File: src/hdl/pcr_pkg.sv
// Shared constants, codes, command/status types and saturating helpers
// for the particle contact resolver. No dependencies.
`default_nettype none

package pcr_pkg;

    // default sizing
    localparam int PARTICLES_DEF = 64;
    localparam int CONTACTS_DEF  = 64;
    localparam int FRAC_BITS_DEF = 16;

    // configuration registers
    localparam int ITER_W = 10;
    localparam int STEP_W = 31;
    localparam logic [ITER_W-1:0] ITER_LIMIT_RST = 10'd8;
    localparam logic [STEP_W-1:0] STEP_DUR_RST   = 31'd1092;
    localparam logic CFG_ITERATION_LIMIT = 1'b0;
    localparam logic CFG_STEP_DURATION   = 1'b1;

    // item kinds
    localparam logic [1:0] KIND_WR_PART = 2'd0;
    localparam logic [1:0] KIND_WR_CONT = 2'd1;
    localparam logic [1:0] KIND_RUN     = 2'd2;
    localparam logic [1:0] KIND_RD_PART = 2'd3;

    // particle parts
    localparam logic [1:0] PART_POS   = 2'd0;
    localparam logic [1:0] PART_VEL   = 2'd1;
    localparam logic [1:0] PART_ACC   = 2'd2;
    localparam logic [1:0] PART_IMASS = 2'd3;
    // contact parts
    localparam logic [1:0] CPART_NORMAL  = 2'd0;
    localparam logic [1:0] CPART_SCALARS = 2'd1;

    // sequencer steps
    localparam logic [5:0] ST_IDLE     = 6'd0;
    localparam logic [5:0] ST_RD_OUT   = 6'd1;
    localparam logic [5:0] ST_RUN_DONE = 6'd2;
    localparam logic [5:0] ST_IT_START = 6'd3;
    localparam logic [5:0] ST_SC_RD    = 6'd4;
    localparam logic [5:0] ST_SC_LA    = 6'd5;
    localparam logic [5:0] ST_SC_LB    = 6'd6;
    localparam logic [5:0] ST_SC_LC    = 6'd7;
    localparam logic [5:0] ST_SC_REL   = 6'd8;
    localparam logic [5:0] ST_D0       = 6'd9;
    localparam logic [5:0] ST_D1       = 6'd10;
    localparam logic [5:0] ST_D2       = 6'd11;
    localparam logic [5:0] ST_D3       = 6'd12;
    localparam logic [5:0] ST_D4       = 6'd13;
    localparam logic [5:0] ST_SC_CMP   = 6'd14;
    localparam logic [5:0] ST_R_RD     = 6'd15;
    localparam logic [5:0] ST_R_LA     = 6'd16;
    localparam logic [5:0] ST_R_LB     = 6'd17;
    localparam logic [5:0] ST_R_LC     = 6'd18;
    localparam logic [5:0] ST_R_REL    = 6'd19;
    localparam logic [5:0] ST_M1       = 6'd20;
    localparam logic [5:0] ST_M2       = 6'd21;
    localparam logic [5:0] ST_M3       = 6'd22;
    localparam logic [5:0] ST_M4       = 6'd23;
    localparam logic [5:0] ST_M5       = 6'd24;
    localparam logic [5:0] ST_DIV_GO   = 6'd25;
    localparam logic [5:0] ST_DIV_WAIT = 6'd26;
    localparam logic [5:0] ST_V0       = 6'd27;
    localparam logic [5:0] ST_V1       = 6'd28;
    localparam logic [5:0] ST_V2       = 6'd29;
    localparam logic [5:0] ST_V3       = 6'd30;
    localparam logic [5:0] ST_AP_RD    = 6'd31;
    localparam logic [5:0] ST_AP_M0    = 6'd32;
    localparam logic [5:0] ST_AP_1     = 6'd33;
    localparam logic [5:0] ST_AP_2     = 6'd34;
    localparam logic [5:0] ST_AP_3     = 6'd35;
    localparam logic [5:0] ST_AP_WR    = 6'd36;
    localparam logic [5:0] ST_POS_CHK  = 6'd37;
    localparam logic [5:0] ST_ITER_END = 6'd38;

    // controller to datapath
    typedef struct packed {
        logic [5:0] step;
        logic       take;       // input beat accepted this cycle
        logic       tbl_pos;    // apply to position table, else velocity
        logic       second;     // apply to second particle
        logic       pos_phase;  // divide for positional correction
    } pcr_cmd_t;

    // datapath to controller
    typedef struct packed {
        logic [1:0] kind;
        logic       found;
        logic       two;
        logic       total_pos;
        logic       depth_pos;
        logic       div_done;
    } pcr_status_t;

    function automatic logic signed [31:0] sat64(input logic signed [63:0] v);
        logic signed [31:0] r;
        if (v > 64'sd2147483647)
            r = 32'sh7fff_ffff;
        else if (v < -64'sd2147483648)
            r = 32'sh8000_0000;
        else
            r = v[31:0];
        return r;
    endfunction

    function automatic logic signed [31:0] fx_add(input logic signed [31:0] a,
                                                  input logic signed [31:0] b);
        logic signed [63:0] s;
        s = 64'(a) + 64'(b);
        return sat64(s);
    endfunction

    function automatic logic signed [31:0] fx_sub(input logic signed [31:0] a,
                                                  input logic signed [31:0] b);
        logic signed [63:0] s;
        s = 64'(a) - 64'(b);
        return sat64(s);
    endfunction

    function automatic logic signed [31:0] fx_neg(input logic signed [31:0] a);
        logic signed [63:0] s;
        s = 64'sd0 - 64'(a);
        return sat64(s);
    endfunction

endpackage

`default_nettype wire

File: src/hdl/pcr_ctrl.sv
// Sequencer of the particle contact resolver: handshakes, iteration and
// contact counters, and the step sequence. Depends on pcr_pkg.
`default_nettype none

module pcr_ctrl #(
    parameter int CONTACTS = pcr_pkg::CONTACTS_DEF
) (
    input  wire logic                          clk,
    input  wire logic                          rst_n,
    input  wire logic                          in_valid,
    output logic                               in_ready,
    output logic                               out_valid,
    input  wire logic                          out_ready,
    input  wire logic [pcr_pkg::ITER_W-1:0]    iteration_limit,
    input  wire pcr_pkg::pcr_status_t          status,
    input  wire logic [$clog2(CONTACTS+1)-1:0] count,
    output pcr_pkg::pcr_cmd_t                  cmd,
    output logic [$clog2(CONTACTS+1)-1:0]      ci
);
    localparam int CNTW = $clog2(CONTACTS + 1);

    logic [5:0]                 state_reg, state_next;
    logic [pcr_pkg::ITER_W-1:0] it_reg, it_next;
    logic [CNTW-1:0]            ci_reg, ci_next;
    logic [CNTW-1:0]            cnt_reg, cnt_next;
    logic                       ov_reg, ov_next;
    logic                       tbl_pos_reg, tbl_pos_next;
    logic                       second_reg, second_next;
    logic                       pos_phase_reg, pos_phase_next;
    logic                       dot_ret_reg, dot_ret_next;
    logic                       take;

    assign in_ready = (state_reg == pcr_pkg::ST_IDLE) && (!ov_reg || out_ready);
    assign take     = in_valid && in_ready;

    always_comb
    begin
        state_next     = state_reg;
        it_next        = it_reg;
        ci_next        = ci_reg;
        cnt_next       = cnt_reg;
        tbl_pos_next   = tbl_pos_reg;
        second_next    = second_reg;
        pos_phase_next = pos_phase_reg;
        dot_ret_next   = dot_ret_reg;
        case (state_reg)
            pcr_pkg::ST_IDLE:
            begin
                if (take)
                begin
                    case (status.kind)
                        pcr_pkg::KIND_RUN:
                        begin
                            it_next  = '0;
                            cnt_next = count;
                            if ((iteration_limit == '0) || (count == '0))
                                state_next = pcr_pkg::ST_RUN_DONE;
                            else
                                state_next = pcr_pkg::ST_IT_START;
                        end
                        pcr_pkg::KIND_RD_PART: state_next = pcr_pkg::ST_RD_OUT;
                        default:               state_next = pcr_pkg::ST_IDLE;
                    endcase
                end
            end
            pcr_pkg::ST_RD_OUT, pcr_pkg::ST_RUN_DONE: state_next = pcr_pkg::ST_IDLE;
            pcr_pkg::ST_IT_START:
            begin
                ci_next    = '0;
                state_next = pcr_pkg::ST_SC_RD;
            end
            // scan one contact
            pcr_pkg::ST_SC_RD:  state_next = pcr_pkg::ST_SC_LA;
            pcr_pkg::ST_SC_LA:  state_next = pcr_pkg::ST_SC_LB;
            pcr_pkg::ST_SC_LB:  state_next = pcr_pkg::ST_SC_LC;
            pcr_pkg::ST_SC_LC:  state_next = pcr_pkg::ST_SC_REL;
            pcr_pkg::ST_SC_REL:
            begin
                dot_ret_next = 1'b0;
                state_next   = pcr_pkg::ST_D0;
            end
            // dot product, shared by scan and resolve
            pcr_pkg::ST_D0: state_next = pcr_pkg::ST_D1;
            pcr_pkg::ST_D1: state_next = pcr_pkg::ST_D2;
            pcr_pkg::ST_D2: state_next = pcr_pkg::ST_D3;
            pcr_pkg::ST_D3: state_next = pcr_pkg::ST_D4;
            pcr_pkg::ST_D4: state_next = dot_ret_reg ? pcr_pkg::ST_M1 : pcr_pkg::ST_SC_CMP;
            pcr_pkg::ST_SC_CMP:
            begin
                if ((ci_reg + CNTW'(1)) < cnt_reg)
                begin
                    ci_next    = ci_reg + CNTW'(1);
                    state_next = pcr_pkg::ST_SC_RD;
                end
                else if (status.found)
                    state_next = pcr_pkg::ST_R_RD;
                else
                    state_next = pcr_pkg::ST_RUN_DONE;
            end
            // resolve the picked contact
            pcr_pkg::ST_R_RD: state_next = pcr_pkg::ST_R_LA;
            pcr_pkg::ST_R_LA: state_next = pcr_pkg::ST_R_LB;
            pcr_pkg::ST_R_LB: state_next = pcr_pkg::ST_R_LC;
            pcr_pkg::ST_R_LC: state_next = pcr_pkg::ST_R_REL;
            pcr_pkg::ST_R_REL:
            begin
                dot_ret_next = 1'b1;
                state_next   = pcr_pkg::ST_D0;
            end
            pcr_pkg::ST_M1: state_next = pcr_pkg::ST_M2;
            pcr_pkg::ST_M2: state_next = pcr_pkg::ST_M3;
            pcr_pkg::ST_M3: state_next = pcr_pkg::ST_M4;
            pcr_pkg::ST_M4: state_next = pcr_pkg::ST_M5;
            pcr_pkg::ST_M5:
            begin
                pos_phase_next = 1'b0;
                tbl_pos_next   = 1'b0;
                second_next    = 1'b0;
                state_next = status.total_pos ? pcr_pkg::ST_DIV_GO : pcr_pkg::ST_POS_CHK;
            end
            pcr_pkg::ST_DIV_GO: state_next = pcr_pkg::ST_DIV_WAIT;
            pcr_pkg::ST_DIV_WAIT:
            begin
                if (status.div_done)
                    state_next = pcr_pkg::ST_V0;
            end
            pcr_pkg::ST_V0:    state_next = pcr_pkg::ST_V1;
            pcr_pkg::ST_V1:    state_next = pcr_pkg::ST_V2;
            pcr_pkg::ST_V2:    state_next = pcr_pkg::ST_V3;
            pcr_pkg::ST_V3:    state_next = pcr_pkg::ST_AP_RD;
            pcr_pkg::ST_AP_RD: state_next = pcr_pkg::ST_AP_M0;
            pcr_pkg::ST_AP_M0: state_next = pcr_pkg::ST_AP_1;
            pcr_pkg::ST_AP_1:  state_next = pcr_pkg::ST_AP_2;
            pcr_pkg::ST_AP_2:  state_next = pcr_pkg::ST_AP_3;
            pcr_pkg::ST_AP_3:  state_next = pcr_pkg::ST_AP_WR;
            pcr_pkg::ST_AP_WR:
            begin
                if (!second_reg && status.two)
                begin
                    second_next = 1'b1;
                    state_next  = pcr_pkg::ST_AP_RD;
                end
                else if (!pos_phase_reg)
                    state_next = pcr_pkg::ST_POS_CHK;
                else
                    state_next = pcr_pkg::ST_ITER_END;
            end
            pcr_pkg::ST_POS_CHK:
            begin
                if (status.depth_pos && status.total_pos)
                begin
                    pos_phase_next = 1'b1;
                    tbl_pos_next   = 1'b1;
                    second_next    = 1'b0;
                    state_next     = pcr_pkg::ST_DIV_GO;
                end
                else
                    state_next = pcr_pkg::ST_ITER_END;
            end
            pcr_pkg::ST_ITER_END:
            begin
                if (({1'b0, it_reg} + 11'd1) < {1'b0, iteration_limit})
                begin
                    it_next    = it_reg + pcr_pkg::ITER_W'(1);
                    state_next = pcr_pkg::ST_IT_START;
                end
                else
                    state_next = pcr_pkg::ST_RUN_DONE;
            end
            default: state_next = pcr_pkg::ST_IDLE;
        endcase
    end

    // result valid: set when a result is loaded, cleared when taken
    always_comb
    begin
        if ((take && ((status.kind == pcr_pkg::KIND_WR_PART) ||
                      (status.kind == pcr_pkg::KIND_WR_CONT))) ||
            (state_reg == pcr_pkg::ST_RD_OUT) || (state_reg == pcr_pkg::ST_RUN_DONE))
            ov_next = 1'b1;
        else if (out_ready)
            ov_next = 1'b0;
        else
            ov_next = ov_reg;
    end

    always_ff @(posedge clk or negedge rst_n)
    begin
        if (!rst_n)
        begin
            state_reg     <= pcr_pkg::ST_IDLE;
            it_reg        <= '0;
            ci_reg        <= '0;
            cnt_reg       <= '0;
            ov_reg        <= 1'b0;
            tbl_pos_reg   <= 1'b0;
            second_reg    <= 1'b0;
            pos_phase_reg <= 1'b0;
            dot_ret_reg   <= 1'b0;
        end
        else
        begin
            state_reg     <= state_next;
            it_reg        <= it_next;
            ci_reg        <= ci_next;
            cnt_reg       <= cnt_next;
            ov_reg        <= ov_next;
            tbl_pos_reg   <= tbl_pos_next;
            second_reg    <= second_next;
            pos_phase_reg <= pos_phase_next;
            dot_ret_reg   <= dot_ret_next;
        end
    end

    always_comb
    begin
        cmd.step      = state_reg;
        cmd.take      = take;
        cmd.tbl_pos   = tbl_pos_reg;
        cmd.second    = second_reg;
        cmd.pos_phase = pos_phase_reg;
    end

    assign ci        = ci_reg;
    assign out_valid = ov_reg;

endmodule

`default_nettype wire

File: config.mk
export PLATFORM = sky130hd
export DESIGN_NAME = pcr_ctrl
export DESIGN_NICKNAME = d
export VERILOG_FILES = /design/src/hdl/pcr_pkg.sv /design/src/hdl/pcr_ctrl.sv
export SDC_FILE = /design/constraint.sdc
export NUM_CORES = 1
export LEC_CHECK = 0
export BUFFER_PORTS_ARGS = -buffer_cell sky130_fd_sc_hd__buf_4
export CAP_MARGIN = 40
export CORE_UTILIZATION = 51
export CTS_CLUSTER_DIAMETER = 30
export CTS_CLUSTER_SIZE = 12
export DETAILED_ROUTE_END_ITERATION = 12
export PLACE_DENSITY = 0.74
export SKIP_CTS_REPAIR_TIMING = 1
export SLEW_MARGIN = 20
export SYNTH_ARGS = -nofsm -noshare
export SYNTH_HDL_FRONTEND = slang
export SYNTH_SLANG_ARGS = --single-unit
File: constraint.sdc
create_clock -name clk -period 2.75 [get_ports clk]
set_input_delay 0.4125 -clock clk [delete_from_list [all_inputs] [get_ports clk]]
set_output_delay 0.4125 -clock clk [all_outputs]
set_load 0.02 [all_outputs]
==> impl_metrics.csv <==
group,metric,value,unit
logic_synthesis,yosysSeqAreaShare,32.5,%
clock_tree,worst_skew_pair.late_latency,300,ps
die,num_rows,25,
die,initial_core_util,54.4,%
logic_synthesis,ys_top_cells_by_area,"dfrtp_1 (32%), ha_1 (8.1%), nand2_1 (6.3%)",
logic_synthesis,synth_top_cell_area_share,32.5,%
clock_tree,root_buffer,"clkbuf_8",
global_routing,grt_pass1_wl,11200,um
routing,vias,2567,
final_layout,syn2layout_area_growth,30.3,%
logic_synthesis,synth.most_common_cell,"nand2_1",
logic_synthesis,yosys.area_share.simple,24.7,%
final_layout,diodes,0,
logic_synthesis,synthAdderAreaFrac,8.12,%
logic_synthesis,syn_inst,317,
die,die_h,73.7,um
final_layout,drive_above_1_share,29.8,%
logic_synthesis,synth_top_family_by_area,"simple AND/OR/NAND/NOR gates",
timing,hold_viol,0,
pwr,p_sw,0.830,mW
placement,place.gp.congestion,0.950,
logic_synthesis,syn_area,0.00262,mm^2
global_routing,grt_pass1_vias,2338,
global_routing,grt_usage,27.7,%
logic_synthesis,ys.flop_type,"dfrtp_1",
final_layout,largest_reg_flops,10,
timing,slew_viol_final,0,
worst_setup_path,critPathKind,"flop to flop",
timing,max_slew.worst_pin.slew,629,ps
routing,drc,0,
clock_tree,clockBufferDepth,2,
clock_tree,h-tree-depth,2,
status,status,"finished, violations left",
timing,setup_slack,-135,ps
logic_synthesis,syn_nets,362,
die,core,0.00482,mm^2
worst_setup_path,worstPathRequired,2940,ps
pwr,p_total,2.08,mW
clock_tree,clock_sinks,34,
timing,worst_clock_skew,12.0,ps
job,cap_violations,0,
routing,routed_wl,7030,um
worst_setup_path,start_kind,"flop",
die,num_io_pins,47,
timing,timing.fmax,347,MHz
routing,wl_per_cell,15.4,um
logic_synthesis,ys_top_cells_by_count,"nand2_1 (44), dfrtp_1 (34), inv_1 (23)",
die,die_area,0.00543,mm^2
logic_synthesis,yosys_warnings,0,
placement,dp_hpwl,5330,um
global_routing,antenna_found_initial,0,
routing,postRouteAntennaNets,0,
routing,drt_iter0_drc,217,
clock_tree,clk_pin_slew,80,ps
final_layout,finish.utilization,70.9,%
pwr,swShare,39.9,%
placement,port_buffers,46,
clock_tree,cts_buffers,5,
status,violations,"negative setup slack",
timing,post-route-min-period,2880,ps
logic_synthesis,synth_compound_gate_area_share,19.4,%
pwr,share_comb_of_total_power,47.3,%
routing,drt_first_pass_iters,5,
logic_synthesis,yosysUniqueCellTypes,53,
min_path,hold_class,"input pin to asynchronous set/reset pin",
worst_setup_path,crit_path_end_kind,"flop",
die,fp.dieW,73.7,um
logic_synthesis,synth_top_area_cell,"dfrtp_1",
logic_synthesis,synth_edf_count,0,
global_routing,overflow,0,
timing,rsz0062_at_grt,"yes",
final_layout,fin_nets,433,
logic_synthesis,async_flop_share,100,%
worst_setup_path,cp_max_fo,5,
pwr,power_leakage,1.73,nW
pwr,p_int,1.25,mW
pwr,powerDensity,610,mW/mm^2
pwr,clkPwrFrac,19.2,%
pwr,power_frac_seq,33.5,%
global_routing,grt_max_degree,35,
routing,viasPerCell,5.63,
final_layout,fillCellCount,406,
timing,finalSetupViolCount,8,
logic_synthesis,avgSynthCellArea,8.27,um^2
pwr,vdd_drop_max,0.000322,V
logic_synthesis,synth_mux_area_share,4.39,%
logic_synthesis,synth-seq-cells,34,
timing,relSlewSlack,58.0,%
logic_synthesis,synth-xor-area-share,4.01,%
worst_setup_path,rrSetupSlack,-130,ps
worst_setup_path,crit_arrival,3080,ps
timing,fin_crit_sh,105,%
clock_tree,cts_tree,"done",
[path summary, 6_finish.rpt]
kind | start | to | depth (start not counted)
min in group clk | status[6] | out_valid | 2
min | rst_n | state_reg[5] | 1
min reg2reg | it_reg[5] | it_reg[5] | 1
max in group asynchronous | rst_n | it_reg[2] | 1
max | it_reg[0] | it_reg[9] | 12
max reg2reg | it_reg[0] | it_reg[9] | 12
[placed cells by master (no fill, tap or decap), types with 3 or more instances in the layout]
master    synthesis  routed
nor3_1            4       4
xnor2_1           5       3
nand2_1          44      43
a21oi_1          13      13
inv_1            23      23
ha_1             17      16
nor4_1            7       7
dfrtp_1          34      31
mux2_2            3       3
nor2_1           18      16
dfrtp_2           0       3
nand2b_1         13      13
xor2_1            7       7
nor2b_1           6       6
nand3_1          22      19
o21ai_0          20      19
o21a_1            3       3
clkbuf_8          0       6
a21o_1            8       8
o22ai_1           4       4
mux2i_1           4       4
buf_4             4      81
[critical path, stage by stage, from the launching register on]
cell and delay (ps):
dfrtp_1 430, nand3_2 120, nor2_4 100, and3_4 200
nand3_2 100, xnor2_2 160, ha_1 290, a2111o_1 420
a41oi_2 240, o21ai_4 120, buf_4 150, mux2_2 260
a21o_1 170
[metrics by stage]
step	setup TNS [ps]	area, um^2	hold WS, ps	cells	setup WS (ps)
after global routing	-1610	3410	93.2	456	-233
final	-560	3410	46.1	456	-135
after CTS	-532	3360	72.6	453	-133
after global placement	-66.4	3270	391	445	-33.3
after floorplan	-56.5	2680	117	317	-56.5
after detailed placement	-380	3270	399	445	-113
[power by group through the flow]
stage / clock network (mW) / logic, mW / registers, mW
6_report: 0.400 / 0.985 / 0.696
5_1_grt: 0.425 / 1.08 / 0.709
4_1_cts: 0.410 / 0.960 / 0.691
3_5_place_dp: 0 / 0.956 / 0.700
3_3_place_gp: 0 / 0.934 / 0.691
2_1_floorplan: 0 / 0.591 / 0.735
[metal layers]
layer	vias up	routed length (um)	GRT usage (%)
met2	102	3240	43.3
met5	-	0	0
met1	1180	3150	38.1
li1	1273	-	-
met4	0	133	10.0
met3	12	506	5.49
[kinds of logic (layout without fill, tap and decap cells)]
group	count (synthesis)	after routing
xor gates and xnor gates	12	12
adders and majority gates	17	17
muxes	10	10
AOI/OAI and AO/OA	75	75
DFF	34	34
buffers and inverters	41	113
and+or+nand+nor	128	128
[final cells by class]
cell class                 count  area [um^2]  share of cell area (%)
clock buffer                   7         86.3                    2.53
multi-input combinational    242         1680                    49.2
timing repair buffer          82          619                    18.1
tap                           67         83.8                    2.46
inverter                      23         86.3                    2.53
clock inverter                 1         5.00                   0.147
sequential                    34          855                    25.0
Power figures use the tool's default switching activity.
